`src/rtl/urpd_pkg.sv`:
```
package urpd_pkg;

  localparam int CNT_W = 17;
  localparam int TMO_W = 17;
  localparam int TRIG_W = 8;
  localparam int CM_CFG_W = 10;
  localparam int DIST_W = 11;
  localparam int DUTY_W = 8;
  localparam int CFG_W = 17;
  localparam int CFG_IDX_W = 2;
  localparam int CMP_W = (CNT_W > TMO_W) ? CNT_W : TMO_W;

  localparam logic [CNT_W-1:0] CNT_MAX = {CNT_W{1'b1}};

  // reciprocal of 58 for the tick-to-centimeter conversion
  localparam int RECIP_SH = CNT_W + 6;
  localparam int RECIP_W = CNT_W + 1;
  localparam logic [RECIP_W-1:0] RECIP = RECIP_W'((64'd1 << RECIP_SH) / 64'd58);
  localparam int PROD_W = CNT_W + RECIP_W;
  localparam logic [CNT_W-1:0] CM_DIV = CNT_W'(58);
  localparam logic [CNT_W-1:0] CM_BIAS = CNT_W'(29);
  localparam logic [CNT_W-1:0] DIST_SAT = CNT_W'(2047);

  // target divider: numerator (max-cm)*255 + span/2, quotient 8 bits
  localparam int NUM_W = CM_CFG_W + 8;
  localparam int DSOR_W = CM_CFG_W + 7;
  localparam int QBITS = 8;
  localparam logic [DUTY_W-1:0] DUTY_FULL = {DUTY_W{1'b1}};

  localparam logic [TRIG_W-1:0] TRIG_RST = TRIG_W'(24);
  localparam logic [TMO_W-1:0] TMO_RST = TMO_W'(80000);
  localparam logic [CM_CFG_W-1:0] MIN_RST = CM_CFG_W'(5);
  localparam logic [CM_CFG_W-1:0] MAX_RST = CM_CFG_W'(200);

  localparam logic [CFG_IDX_W-1:0] REG_TRIG = 2'd0;
  localparam logic [CFG_IDX_W-1:0] REG_TMO = 2'd1;
  localparam logic [CFG_IDX_W-1:0] REG_MIN = 2'd2;
  localparam logic [CFG_IDX_W-1:0] REG_MAX = 2'd3;

  localparam logic [1:0] PH_IDLE = 2'd0;
  localparam logic [1:0] PH_TRIG = 2'd1;
  localparam logic [1:0] PH_WAIT = 2'd2;
  localparam logic [1:0] PH_MEAS = 2'd3;

  localparam logic REQ_TICK = 1'b0;
  localparam logic REQ_START = 1'b1;

  typedef struct packed {
    logic req_type;
    logic echo_level;
  } in_word_t;

  typedef struct packed {
    logic              trigger_level;
    logic              measure_done;
    logic              timed_out;
    logic [DIST_W-1:0] distance_cm;
    logic [DUTY_W-1:0] duty_level;
  } out_word_t;

  typedef struct packed {
    logic step;
    logic cm_mul;
    logic cm_fix;
    logic tgt_init;
    logic div_step;
    logic smooth;
    logic load_out;
  } ctl_cmd_t;

  typedef struct packed {
    logic done;
    logic tmo;
    logic in_range;
  } dp_sts_t;

endpackage

```
`src/rtl/urpd_in_if.sv`:
```
interface urpd_in_if;
  logic               valid;
  logic               ready;
  urpd_pkg::in_word_t data;

  modport source (output valid, output data, input ready);
  modport sink (input valid, input data, output ready);
endinterface

```
`src/rtl/urpd_out_if.sv`:
```
interface urpd_out_if;
  logic                valid;
  logic                ready;
  urpd_pkg::out_word_t data;

  modport source (output valid, output data, input ready);
  modport sink (input valid, input data, output ready);
endinterface

```
`src/rtl/urpd_ctrl.sv`:
```
module urpd_ctrl (
  input  logic               clk,
  input  logic               rst,
  input  logic               in_valid,
  output logic               in_ready,
  output logic               out_valid,
  input  logic               out_ready,
  input  urpd_pkg::dp_sts_t  sts,
  output urpd_pkg::ctl_cmd_t cmd
);

  localparam logic [2:0] S_IDLE = 3'd0;
  localparam logic [2:0] S_CM_MUL = 3'd1;
  localparam logic [2:0] S_CM_FIX = 3'd2;
  localparam logic [2:0] S_TGT = 3'd3;
  localparam logic [2:0] S_DIV = 3'd4;
  localparam logic [2:0] S_SMOOTH = 3'd5;

  logic [2:0] state;
  logic [2:0] state_next;
  logic [2:0] div_cnt;
  logic       accept;

  assign in_ready = (state == S_IDLE) && (!out_valid || out_ready);
  assign accept = in_valid && in_ready;

  always_comb begin
    state_next = state;
    cmd = '0;
    case (state)
      S_IDLE: begin
        if (accept) begin
          cmd.step = 1'b1;
          if (!sts.done) begin
            cmd.load_out = 1'b1;
          end else if (sts.tmo) begin
            state_next = S_SMOOTH;
          end else begin
            state_next = S_CM_MUL;
          end
        end
      end
      S_CM_MUL: begin
        cmd.cm_mul = 1'b1;
        state_next = S_CM_FIX;
      end
      S_CM_FIX: begin
        cmd.cm_fix = 1'b1;
        state_next = S_TGT;
      end
      S_TGT: begin
        cmd.tgt_init = 1'b1;
        state_next = sts.in_range ? S_DIV : S_SMOOTH;
      end
      S_DIV: begin
        cmd.div_step = 1'b1;
        if (div_cnt == 3'(urpd_pkg::QBITS - 1)) begin
          state_next = S_SMOOTH;
        end
      end
      S_SMOOTH: begin
        cmd.smooth = 1'b1;
        cmd.load_out = 1'b1;
        state_next = S_IDLE;
      end
      default: begin
        state_next = S_IDLE;
      end
    endcase
  end

  always_ff @(posedge clk) begin
    if (rst) begin
      state <= S_IDLE;
      div_cnt <= '0;
      out_valid <= 1'b0;
    end else begin
      state <= state_next;
      if (cmd.div_step) begin
        div_cnt <= div_cnt + 3'd1;
      end else begin
        div_cnt <= '0;
      end
      if (cmd.load_out) begin
        out_valid <= 1'b1;
      end else if (out_ready) begin
        out_valid <= 1'b0;
      end
    end
  end

endmodule

```
`src/rtl/urpd_dpath.sv`:
```
module urpd_dpath (
  input  logic                               clk,
  input  logic                               rst,
  input  logic                               cfg_we,
  input  logic [urpd_pkg::CFG_IDX_W-1:0]     cfg_index,
  input  logic [urpd_pkg::CFG_W-1:0]         cfg_data,
  input  urpd_pkg::in_word_t                 in_data,
  input  urpd_pkg::ctl_cmd_t                 cmd,
  output urpd_pkg::dp_sts_t                  sts,
  output urpd_pkg::out_word_t                out_data
);

  logic [urpd_pkg::TRIG_W-1:0]   trig_ticks;
  logic [urpd_pkg::TMO_W-1:0]    tmo_ticks;
  logic [urpd_pkg::CM_CFG_W-1:0] min_cm;
  logic [urpd_pkg::CM_CFG_W-1:0] max_cm;

  logic [1:0]                    phase;
  logic [1:0]                    phase_next;
  logic [urpd_pkg::CNT_W-1:0]    phase_ticks;
  logic [urpd_pkg::CNT_W-1:0]    phase_ticks_next;
  logic [urpd_pkg::CNT_W-1:0]    pulse_ticks;
  logic [urpd_pkg::CNT_W-1:0]    pulse_ticks_next;
  logic                          last_echo;
  logic [urpd_pkg::DIST_W-1:0]   last_distance;
  logic [urpd_pkg::DUTY_W-1:0]   duty;
  logic [urpd_pkg::DUTY_W-1:0]   duty_next;
  logic                          tmo_flag;

  logic [urpd_pkg::CNT_W-1:0]    pt_inc;
  logic [urpd_pkg::CNT_W-1:0]    pu_inc;
  logic                          step_done;
  logic                          step_tmo;

  logic [urpd_pkg::CNT_W-1:0]    num_cm;
  logic [urpd_pkg::PROD_W-1:0]   prod;
  logic [urpd_pkg::CNT_W-1:0]    q_est;
  logic [urpd_pkg::CNT_W-1:0]    q_rem;
  logic [urpd_pkg::CNT_W-1:0]    cm_fixed;

  logic                          near;
  logic                          far;
  logic [urpd_pkg::CM_CFG_W-1:0] span;
  logic [urpd_pkg::CM_CFG_W-1:0] val;
  logic [urpd_pkg::NUM_W-1:0]    num_div;
  logic [urpd_pkg::NUM_W-1:0]    rem;
  logic [urpd_pkg::DSOR_W-1:0]   dsor;
  logic                          q_bit;
  logic [urpd_pkg::DUTY_W-1:0]   target;

  logic [urpd_pkg::DUTY_W:0]     diff;
  logic [urpd_pkg::DUTY_W:0]     mag;
  logic [urpd_pkg::DUTY_W-1:0]   adj;

  assign pt_inc = (phase_ticks == urpd_pkg::CNT_MAX) ? phase_ticks
                                                     : phase_ticks + 1'b1;
  assign pu_inc = (pulse_ticks == urpd_pkg::CNT_MAX) ? pulse_ticks
                                                     : pulse_ticks + 1'b1;

  // per-item phase update
  always_comb begin
    phase_next = phase;
    phase_ticks_next = phase_ticks;
    pulse_ticks_next = pulse_ticks;
    step_done = 1'b0;
    step_tmo = 1'b0;
    if (in_data.req_type == urpd_pkg::REQ_START) begin
      phase_next = urpd_pkg::PH_TRIG;
      phase_ticks_next = '0;
      pulse_ticks_next = '0;
    end else begin
      case (phase)
        urpd_pkg::PH_TRIG: begin
          if (urpd_pkg::CMP_W'(pt_inc) >= urpd_pkg::CMP_W'(trig_ticks)) begin
            phase_next = urpd_pkg::PH_WAIT;
            phase_ticks_next = '0;
          end else begin
            phase_ticks_next = pt_inc;
          end
        end
        urpd_pkg::PH_WAIT, urpd_pkg::PH_MEAS: begin
          if (phase == urpd_pkg::PH_WAIT) begin
            if (in_data.echo_level && !last_echo) begin
              phase_next = urpd_pkg::PH_MEAS;
              pulse_ticks_next = '0;
            end
          end else begin
            pulse_ticks_next = pu_inc;
            if (!in_data.echo_level) begin
              step_done = 1'b1;
            end
          end
          if (!step_done) begin
            phase_ticks_next = pt_inc;
            if (urpd_pkg::CMP_W'(pt_inc) >= urpd_pkg::CMP_W'(tmo_ticks) ||
                pt_inc == urpd_pkg::CNT_MAX) begin
              step_done = 1'b1;
              step_tmo = 1'b1;
            end
          end
          if (step_done) begin
            phase_next = urpd_pkg::PH_IDLE;
            phase_ticks_next = '0;
          end
        end
        default: begin
          phase_next = phase;
        end
      endcase
    end
  end

  // ticks to centimeters: reciprocal estimate, then one correction
  assign num_cm = {1'b0, pulse_ticks[urpd_pkg::CNT_W-1:1]} + urpd_pkg::CM_BIAS;
  assign prod = urpd_pkg::PROD_W'(num_cm) * urpd_pkg::PROD_W'(urpd_pkg::RECIP);
  assign q_rem = num_cm - urpd_pkg::CNT_W'(q_est * urpd_pkg::CM_DIV);
  always_comb begin
    cm_fixed = (q_rem >= urpd_pkg::CM_DIV) ? q_est + 1'b1 : q_est;
    if (cm_fixed > urpd_pkg::DIST_SAT) begin
      cm_fixed = urpd_pkg::DIST_SAT;
    end
  end

  // target mapping
  assign near = last_distance <= urpd_pkg::DIST_W'(min_cm);
  assign far = last_distance >= urpd_pkg::DIST_W'(max_cm);
  assign span = max_cm - min_cm;
  assign val = max_cm - last_distance[urpd_pkg::CM_CFG_W-1:0];
  assign num_div = (urpd_pkg::NUM_W'(val) << 8) - urpd_pkg::NUM_W'(val)
                 + urpd_pkg::NUM_W'(span >> 1);
  assign q_bit = rem >= urpd_pkg::NUM_W'(dsor);

  // move duty a quarter of the way, truncated toward zero
  assign diff = {1'b0, target} - {1'b0, duty};
  assign mag = diff[urpd_pkg::DUTY_W] ? -diff : diff;
  assign adj = {1'b0, mag[urpd_pkg::DUTY_W:2]};
  assign duty_next = diff[urpd_pkg::DUTY_W] ? duty - adj : duty + adj;

  assign sts.done = step_done;
  assign sts.tmo = step_tmo;
  assign sts.in_range = !near && !far;

  always_ff @(posedge clk) begin
    if (rst) begin
      trig_ticks <= urpd_pkg::TRIG_RST;
      tmo_ticks <= urpd_pkg::TMO_RST;
      min_cm <= urpd_pkg::MIN_RST;
      max_cm <= urpd_pkg::MAX_RST;
      phase <= urpd_pkg::PH_IDLE;
      phase_ticks <= '0;
      pulse_ticks <= '0;
      last_echo <= 1'b0;
      last_distance <= '0;
      duty <= '0;
    end else begin
      if (cfg_we) begin
        case (cfg_index)
          urpd_pkg::REG_TRIG: trig_ticks <= cfg_data[urpd_pkg::TRIG_W-1:0];
          urpd_pkg::REG_TMO:  tmo_ticks <= cfg_data[urpd_pkg::TMO_W-1:0];
          urpd_pkg::REG_MIN:  min_cm <= cfg_data[urpd_pkg::CM_CFG_W-1:0];
          urpd_pkg::REG_MAX:  max_cm <= cfg_data[urpd_pkg::CM_CFG_W-1:0];
          default: ;
        endcase
      end
      if (cmd.step) begin
        phase <= phase_next;
        phase_ticks <= phase_ticks_next;
        pulse_ticks <= pulse_ticks_next;
        last_echo <= in_data.echo_level;
        if (step_tmo) begin
          last_distance <= '0;
        end
      end
      if (cmd.cm_fix) begin
        last_distance <= cm_fixed[urpd_pkg::DIST_W-1:0];
      end
      if (cmd.smooth) begin
        duty <= duty_next;
      end
    end
  end

  always_ff @(posedge clk) begin
    if (cmd.step) begin
      tmo_flag <= step_tmo;
      target <= '0;
    end
    if (cmd.cm_mul) begin
      q_est <= urpd_pkg::CNT_W'(prod >> urpd_pkg::RECIP_SH);
    end
    if (cmd.tgt_init) begin
      target <= near ? urpd_pkg::DUTY_FULL : '0;
      rem <= num_div;
      dsor <= urpd_pkg::DSOR_W'(span) << (urpd_pkg::QBITS - 1);
    end
    if (cmd.div_step) begin
      if (q_bit) begin
        rem <= rem - urpd_pkg::NUM_W'(dsor);
      end
      dsor <= dsor >> 1;
      target <= {target[urpd_pkg::DUTY_W-2:0], q_bit};
    end
    if (cmd.load_out) begin
      if (cmd.smooth) begin
        out_data.trigger_level <= phase == urpd_pkg::PH_TRIG;
        out_data.measure_done <= 1'b1;
        out_data.timed_out <= tmo_flag;
        out_data.distance_cm <= last_distance;
        out_data.duty_level <= duty_next;
      end else begin
        out_data.trigger_level <= phase_next == urpd_pkg::PH_TRIG;
        out_data.measure_done <= 1'b0;
        out_data.timed_out <= 1'b0;
        out_data.distance_cm <= last_distance;
        out_data.duty_level <= duty;
      end
    end
  end

endmodule

```
`src/rtl/ultrasonic_range_to_pwm_duty_core.sv`:
```
// A tick that completes nothing gives its word in the cycle after acceptance.
// A timeout goes via smoothing; an echo out of range via multiply, fix, target and
// smoothing; one inside also via the 8-step restoring divider of the duty target.
// Throughput: one word per cycle while nothing completes and the output drains;
// a completion holds the input until its word is registered.
// Reset (rst, synchronous): registers to defaults, phase idle, counters and duty zero.
module ultrasonic_range_to_pwm_duty_core (
  input  logic                           clk,
  input  logic                           rst,
  input  logic                           cfg_we,
  input  logic [urpd_pkg::CFG_IDX_W-1:0] cfg_index,
  input  logic [urpd_pkg::CFG_W-1:0]     cfg_data,
  urpd_in_if.sink                        din,
  urpd_out_if.source                     dout
);

  urpd_pkg::ctl_cmd_t cmd;
  urpd_pkg::dp_sts_t  sts;

  urpd_ctrl u_ctrl (
    .clk       (clk),
    .rst       (rst),
    .in_valid  (din.valid),
    .in_ready  (din.ready),
    .out_valid (dout.valid),
    .out_ready (dout.ready),
    .sts       (sts),
    .cmd       (cmd)
  );

  urpd_dpath u_dpath (
    .clk       (clk),
    .rst       (rst),
    .cfg_we    (cfg_we),
    .cfg_index (cfg_index),
    .cfg_data  (cfg_data),
    .in_data   (din.data),
    .cmd       (cmd),
    .sts       (sts),
    .out_data  (dout.data)
  );

  a_ready_room: assert property (@(posedge clk) disable iff (rst)
    din.ready |-> (!dout.valid || dout.ready))
    else $error("input taken with no room for its word");

  a_quiet_tick: assert property (@(posedge clk) disable iff (rst)
    (din.valid && din.ready && !sts.done) |=> (dout.valid && !dout.data.measure_done))
    else $error("tick word not registered");

  a_smooth_out: assert property (@(posedge clk) disable iff (rst)
    cmd.smooth |=> (dout.valid && dout.data.measure_done))
    else $error("completion word missing");

  a_done_trig: assert property (@(posedge clk) disable iff (rst)
    (dout.valid && dout.data.measure_done) |-> !dout.data.trigger_level)
    else $error("trigger high on a completion word");

endmodule

```
`src/flat_wrapper.sv`:
```
// flat-port wrapper written by rule: the top's interface ports become plain ports
module ultrasonic_range_to_pwm_duty_core_flat 
  (clk, rst, cfg_we, cfg_index, cfg_data, din_valid, din_data, din_ready, dout_valid, dout_data, dout_ready);
  urpd_in_if din_i ();
  urpd_out_if dout_i ();
  input  logic clk;
  input  logic rst;
  input  logic cfg_we;
  input  logic [urpd_pkg::CFG_IDX_W-1:0] cfg_index;
  input  logic [urpd_pkg::CFG_W-1:0] cfg_data;
  input wire logic [$bits(din_i.valid)-1:0] din_valid;
  input wire logic [$bits(din_i.data)-1:0] din_data;
  output wire logic [$bits(din_i.ready)-1:0] din_ready;
  output wire logic [$bits(dout_i.valid)-1:0] dout_valid;
  output wire logic [$bits(dout_i.data)-1:0] dout_data;
  input wire logic [$bits(dout_i.ready)-1:0] dout_ready;
  assign din_i.valid = din_valid;
  assign din_i.data = din_data;
  assign din_ready = din_i.ready;
  assign dout_valid = dout_i.valid;
  assign dout_data = dout_i.data;
  assign dout_i.ready = dout_ready;
  ultrasonic_range_to_pwm_duty_core u_core (.clk(clk), .rst(rst), .cfg_we(cfg_we), .cfg_index(cfg_index), .cfg_data(cfg_data), .din(din_i), .dout(dout_i));
endmodule
```
`config.mk`:
```
export PLATFORM = sky130hd
export DESIGN_NAME = ultrasonic_range_to_pwm_duty_core_flat
export DESIGN_NICKNAME = d
export VERILOG_FILES = /design/src/rtl/urpd_pkg.sv /design/src/rtl/urpd_in_if.sv /design/src/rtl/urpd_out_if.sv /design/src/rtl/urpd_ctrl.sv /design/src/rtl/urpd_dpath.sv /design/src/rtl/ultrasonic_range_to_pwm_duty_core.sv /design/src/flat_wrapper.sv
export SDC_FILE = /design/constraint.sdc
export NUM_CORES = 1
export LEC_CHECK = 0
export BUFFER_PORTS_ARGS = -buffer_cell sky130_fd_sc_hd__buf_2
export CAP_MARGIN = 20
export CORE_MARGIN = 2
export CORE_UTILIZATION = 55
export CTS_BUF_LIST = sky130_fd_sc_hd__clkbuf_16
export CTS_CLUSTER_DIAMETER = 150
export DETAILED_ROUTE_END_ITERATION = 6
export GPL_ROUTABILITY_DRIVEN = 0
export GPL_TIMING_DRIVEN = 0
export PLACE_DENSITY = 0.73
export SLEW_MARGIN = 25
export SYNTH_ARGS = -nofsm -noshare
export SYNTH_HDL_FRONTEND = slang
export SYNTH_HIERARCHICAL = 1
export SYNTH_SLANG_ARGS = --single-unit
export TNS_END_PERCENT = 100
```
`constraint.sdc`:
```
create_clock -name clk -period 8.9 [get_ports clk]
set_input_delay 0.89 -clock clk [delete_from_list [all_inputs] [get_ports clk]]
set_output_delay 0.89 -clock clk [all_outputs]
set_load 0.02 [all_outputs]
```
### Yosys cells after proc, flatten, opt, wreduce, memory -nomap -nowiden

Index checks and enable logic that the tools add are counted.

| word-level totals | value |
|---|---|
| logic and storage cells | 165 |
| flip-flop bits (word level) | 186 |
| output and inout bits | 24 |
| input bits | 26 |

| operators by class | value |
|---|---|
| order comparisons | 7 |
| muxes and demuxes | 65 |
| reductions and logical operators | 29 |
| bitwise operators | 1 |
| equal/unequal tests | 22 |
| add/subtract/negate cells | 15 |
| multiply operators | 2 |

Operators by type and width:

| operator | number |
|---|---|
| 17-bit two-way mux | 10 |
| 18-bit two-way mux | 3 |
| 17-bit equality test, second input constant | 3 |
| 11-bit two-way mux | 4 |
| 8-bit two-way mux | 5 |
| 17-bit by 18-bit multiplier with 35-bit output, second input constant | 1 |
| 17-bit by 1-bit adder with 17-bit output, second input constant | 2 |
| 17-bit case mux with 2 select lines | 1 |
| 16-bit two-way mux | 2 |
| 1-bit two-way mux | 25 |
| 22-bit two-way mux | 1 |
| 10-bit subtractor | 2 |
| 18-bit by 9-bit adder with 18-bit output | 1 |
| 18-bit by 17-bit greater-or-equal comparator with 1-bit output | 1 |
| 18-bit by 10-bit subtractor with 18-bit output | 1 |
| 18-bit by 17-bit subtractor with 18-bit output | 1 |
| 16-bit by 5-bit adder with 17-bit output, second input constant | 1 |
| 17-bit greater-or-equal comparator | 1 |
| 17-bit by 6-bit greater-or-equal comparator with 1-bit output, second input constant | 1 |
| 17-bit by 8-bit greater-or-equal comparator with 1-bit output | 1 |
| 17-bit subtractor | 1 |
| 12-bit by 5-bit multiplier with 16-bit output, second input constant | 1 |
| 3-bit case mux with 5 select lines | 1 |
| 12-bit by 1-bit adder with 13-bit output, second input constant | 1 |
| 34 further kinds | 70 |

### Depth between registers and ports, before layout

| logic depth | value |
|---|---|
| word-level depth | 14 |
| gate-level depth with buffers | 29 |
| depth with buffers taken out | 27 |

### Modules after synthesis

Netlist, hierarchy kept.

By module, submodules not included:

| module | instances | cells each | area each (µm²) | seq. area each (µm²) |
|---|---|---|---|---|
| urpd_dpath | 1 | 2,160 | 19,334.8 | 4,174.0 |
| urpd_ctrl | 1 | 42 | 362.8 | 140.1 |

### Worst setup path before layout

OpenSTA, ideal clock, no wires.

| path | value |
|---|---|
| kind | flip-flop to flip-flop |
| from | register u_core/u_dpath/pulse_ticks[6] (netlist name) |
| to | register u_core/u_dpath/q_est[11] (netlist name), data pin |
| setup time | 265 ps |
| slack | 1,415 ps |
| required time | 8,635 ps |
| path buffers | 2 |
| stages on the path, launching flop included | 29 |
| arrival time | 7,220 ps |
| clock period less this slack | 7,485 ps |
| cell sequence | dfxtp_1 buf_2 and3_1 and3_1 buf_2 nand3_1 nor2_1 nand3_1 xnor2_1 inv_1 fa_1 inv_1 fa_1 inv_1 fa_1 inv_1 fa_1 fa_1 fa_1 ha_1 a21o_1 a21o_1 a21oi_1 o211ai_1 o221ai_1 o221ai_1 a221oi_1 o21ai_0 xor2_1 |

| on the way | value |
|---|---|
| word-level cells in the longest chain between the ends | 2 |

Ends and longest elaborated chain:

| item | line | RTL |
|---|---|---|
| start: declaration | urpd_dpath.sv:22 | `logic [urpd_pkg::CNT_W-1:0] pulse_ticks;` |
| start signal: assignment | urpd_dpath.sv:168 | `pulse_ticks <= pulse_ticks_next;` |
| 16-bit by 5-bit adder with 17-bit output | urpd_dpath.sv:114 | `assign num_cm = {1'b0, pulse_ticks[urpd_pkg::CNT_W-1:1]} + urpd_pkg::CM_BIAS;` |
| 17-bit by 18-bit multiplier with 35-bit output | urpd_dpath.sv:115 | `assign prod = urpd_pkg::PROD_W'(num_cm) * urpd_pkg::PROD_W'(urpd_pkg::RECIP);` |
| net u_core.u_dpath.prod, one bit | urpd_dpath.sv:36 | `logic [urpd_pkg::PROD_W-1:0] prod;` |
| end signal: assignment | urpd_dpath.sv:189 | `q_est <= urpd_pkg::CNT_W'(prod >> urpd_pkg::RECIP_SH);` |
| end: declaration | urpd_dpath.sv:37 | `logic [urpd_pkg::CNT_W-1:0] q_est;` |

The timed path passes the listed nets, and every way through them passes these cells.
A chain may end at the register's enable or synchronous reset.

### Worst setup path in the final report

Same ends and word-level chain as after synthesis.

==> impl_metrics.tcl <==
set metrics [dict create \
    outcome "completed" \
    cp.required_ns 9.09 \
    crit_arrival_ns 8.57 \
    holdWs_ns 0.444 \
    io-pin-count 50 \
    tns_ns 0 \
    cp_slowest_cell "fa_1" \
    gr-total-overflow 0 \
    clock-sinks 186 \
    cts_tree "yes" \
    start_util 0.556 \
    clock_path_buffers 2 \
    worst_slew_pin_slew_ns 0.861 \
    rr_endpoint "u_core/u_dpath/q_est[11]$_DFFE_PP_" \
    synth_area_per_cell_um2 8.95 \
    synthCells 2202 \
    fill_cells 3095 \
    drt-met1-wl_um 20000 \
    dr_total_vias 15592 \
    grtUsageTotal 0.259 \
    p_leak_nw 10.4 \
    critPathLaunchType "flip-flop" \
    grt_pass1_vias 16054 \
    synth-xor-area-share 0.0584 \
    netlist_top_cells_area "ha_1, fa_1, dfxtp_1" \
    drive_above_1_share 0.0661 \
    grt_antenna_before_repair 1 \
    ys_async_sr_fraction 0 \
    drtPass1Iterations 6 \
    holdCritPathClass "flip-flop to flip-flop" \
    yosys_warnings 6 \
    netlist_area_mm2 0.0197 \
    grt_setup_unrepaired "false" \
    max_clock_freq_ghz 0.119 \
    synth_edf_count 59 \
    synth_ff_type "dfxtp_1" \
    hold_viol_final 0 \
    irDropWorstVdd_mv 0.153 \
    cts_made_buffers 17 \
    syn_to_final_growth_pct 7.87 \
    critPathMaxStageDelay_ns 0.61 \
    clk_latency_ns 0.46 \
    powerDensity_mw_per_mm2 185 \
    setup_viol 0 \
    worstSetupEndpoint "u_core/u_dpath/q_est[11]$_DFFE_PP_" \
    skew_ns 0.0137 \
    coreArea_mm2 0.0354 \
    root_buffer "clkbuf_16" \
    layout_commonest_cell "inv_1" \
    synth_top_family_by_area "adder cells" \
    cap_violations 0 \
    fp.dieW_um 193 \
    post-route-period-util 0.941 \
    route.detailed.drc 0 \
    rows 69 \
    crit_fanout 9 \
    synth_top_area_cell "ha_1" \
    routed_wl_um 47200 \
    clk_pin_slew_worst_paths_ns 0.07 \
    yosys-mux-area-fraction 0.0163 \
    wl_met3_um 1860 \
    ctsHoldBuffers 0 \
    wl_met2_um 23700 \
    hpwl_um 38600 \
    syn-num-nets 2689 \
    die_area_mm2 0.0373 \
    fp.dieH_um 193 \
    io_buffer_count 48 \
    maxSlewHeadroom 0.424 \
    ys_seq_area_frac 0.219 \
    grt_max_degree 22 \
    reg2reg_from "u_core/u_dpath/pulse_ticks[6]$_SDFFE_PP0P_" \
    synth-compound-area-share 0.146 \
    ys_seq_elements 186 \
    reg2reg_depth 28 \
    worst-setup-path-type "flip-flop to flip-flop" \
    ys_types 86 \
    top_layer_used "met4" \
    final_cell_mix "inv_1, ha_1, nand2_1, a21oi_1, fa_1" \
    cp-end-kind "flip-flop" \
    fin_crit_ns 8.38 \
    antenna_left 0 \
    drv_slew 0 \
    crit_start "u_core/u_dpath/pulse_ticks[6]$_SDFFE_PP0P_" \
    detail_route.wl_per_cell_um 17.2 \
    ff2ff_setup_slack_ns 0.52 \
    h-tree-depth 4 \
    postPlaceCellArea_mm2 0.0206 \
    nets 2758 \
    synth_top_area_share 0.208 \
    synth_fa_ha_area_frac 0.344 \
    worst_path_most_repeated_cell "fa_1" \
    first_iter_violations 989 \
    final_cell_area_mm2 0.0212 \
    synth-simple-area-share 0.138 \
    grt_pass1_wl_um 78800 \
    vias_per_cell 5.68 \
]
where the power goes:
part	internal (mW)	total [mW]	switching, mW
combinational	0.900	2.13	1.23
clock	0.381	0.754	0.372
sequential	0.963	1.03	0.0710
total	2.24	3.92	1.68
cells in the mapped netlist, types with 5 or more instances:
library cell	instances
inv_1	349
ha_1	327
nand2_1	158
a21oi_1	142
fa_1	134
dfxtp_1	127
nor2_1	127
o21ai_0	84
xnor2_1	72
a21o_1	60
edfxtp_1	59
xor2_1	54
nand3_1	42
clkbuf_1	40
nor3_1	32
nand2b_1	25
nand4_1	24
mux2i_1	22
nor2b_1	22
and2_1	19
o211ai_1	19
and3_1	18
o21a_1	15
or3_1	15
a211o_1	14
a31oi_1	14
a22oi_1	13
o21bai_1	13
a21boi_0	11
nor3b_1	10
mux2_2	9
nand3b_1	9
buf_2	8
nor4_1	8
or2_2	7
a211oi_1	6
and4_1	6
a32oi_1	5
critical path: cells and delay by family, from the launching register on:
family | cells | cell delay (ns)
DFF | 1 | 0.31
adders and majority gates | 7 | 3.49
buffers and inverters | 5 | 0.55
and+or+nand+nor | 6 | 1.35
xor gates and xnor gates | 2 | 0.41
AOI/OAI and AO/OA | 8 | 1.99
state kept, by name (all words and copies together) (netlist names), 11 cells and up:
| signal | cells |
|---|---|
| u_core/u_dpath/out_data | 22 |
| u_core/u_dpath/rem | 18 |
| u_core/u_dpath/dsor | 17 |
| u_core/u_dpath/phase_ticks | 17 |
| u_core/u_dpath/pulse_ticks | 17 |
| u_core/u_dpath/tmo_ticks | 17 |
| u_core/u_dpath/q_est | 12 |
| u_core/u_dpath/last_distance | 11 |
per-stage QoR:
stage          setup slack (ns)  total power, mW  utilization  cells
2_1_floorplan              1.42             2.68            -   2202
3_3_place_gp              0.202             3.06        0.580   2711
3_5_place_dp             0.0475             3.15        0.583   2713
4_1_cts                  0.0288             3.91        0.598   2745
5_1_grt                  0.0669             4.23        0.600   2746
6_report                  0.523             3.92        0.600   2746
final cells by class:
class / count / area (µm²) / area share
Multi-Input combinational cell: 1609 / 14000 / 0.657
Sequential cell: 186 / 4310 / 0.203
Inverter: 349 / 1310 / 0.0617
Tap cell: 461 / 577 / 0.0271
Clock buffer: 18 / 450 / 0.0212
Timing Repair Buffer: 50 / 275 / 0.0130
Buffer: 58 / 246 / 0.0116
Clock inverter: 14 / 113 / 0.00530
Antenna cell: 1 / 2.50 / 0.000118
layer usage:
metal  global-route usage  vias to the layer above
li1                     -                     7619
met1                0.319                     7517
met2                0.464                      366
met3               0.0279                       90
met4                0.103                        0
met5                    0                        -
cells by family (layout without fill, tap and decap cells):
kind of cell,count (synthesis),count (layout)
other,0,1
AOI/OAI and AO/OA,445,445
adders and majority gates,461,461
muxes,31,31
DFF,186,186
and+or+nand+nor,544,544
xor gates and xnor gates,128,128
buffers and inverters,407,489
what timing repair did:
action	in CTS	in global routing
setup endpoints to repair	0	7
buffers inserted	0	0
gates resized for setup	0	6
how the worst min path moves through the flow:
stage	startpoint	to	cells past startpoint
after floorplan	u_core/u_ctrl/div_cnt[0]$_SDFF_PP0_	u_core/u_ctrl/div_cnt[0]$_SDFF_PP0_	1
after global placement	u_core/u_ctrl/div_cnt[0]$_SDFF_PP0_	u_core/u_ctrl/div_cnt[0]$_SDFF_PP0_	1
after detailed placement	u_core/u_ctrl/div_cnt[0]$_SDFF_PP0_	u_core/u_ctrl/div_cnt[0]$_SDFF_PP0_	1
after CTS	u_core/u_ctrl/div_cnt[0]$_SDFF_PP0_	u_core/u_ctrl/div_cnt[0]$_SDFF_PP0_	1
after global routing	u_core/u_ctrl/div_cnt[0]$_SDFF_PP0_	u_core/u_ctrl/div_cnt[0]$_SDFF_PP0_	1
final	u_core/u_ctrl/div_cnt[0]$_SDFF_PP0_	u_core/u_ctrl/div_cnt[0]$_SDFF_PP0_	1
Note: power is estimated with default switching activity, not from simulation.
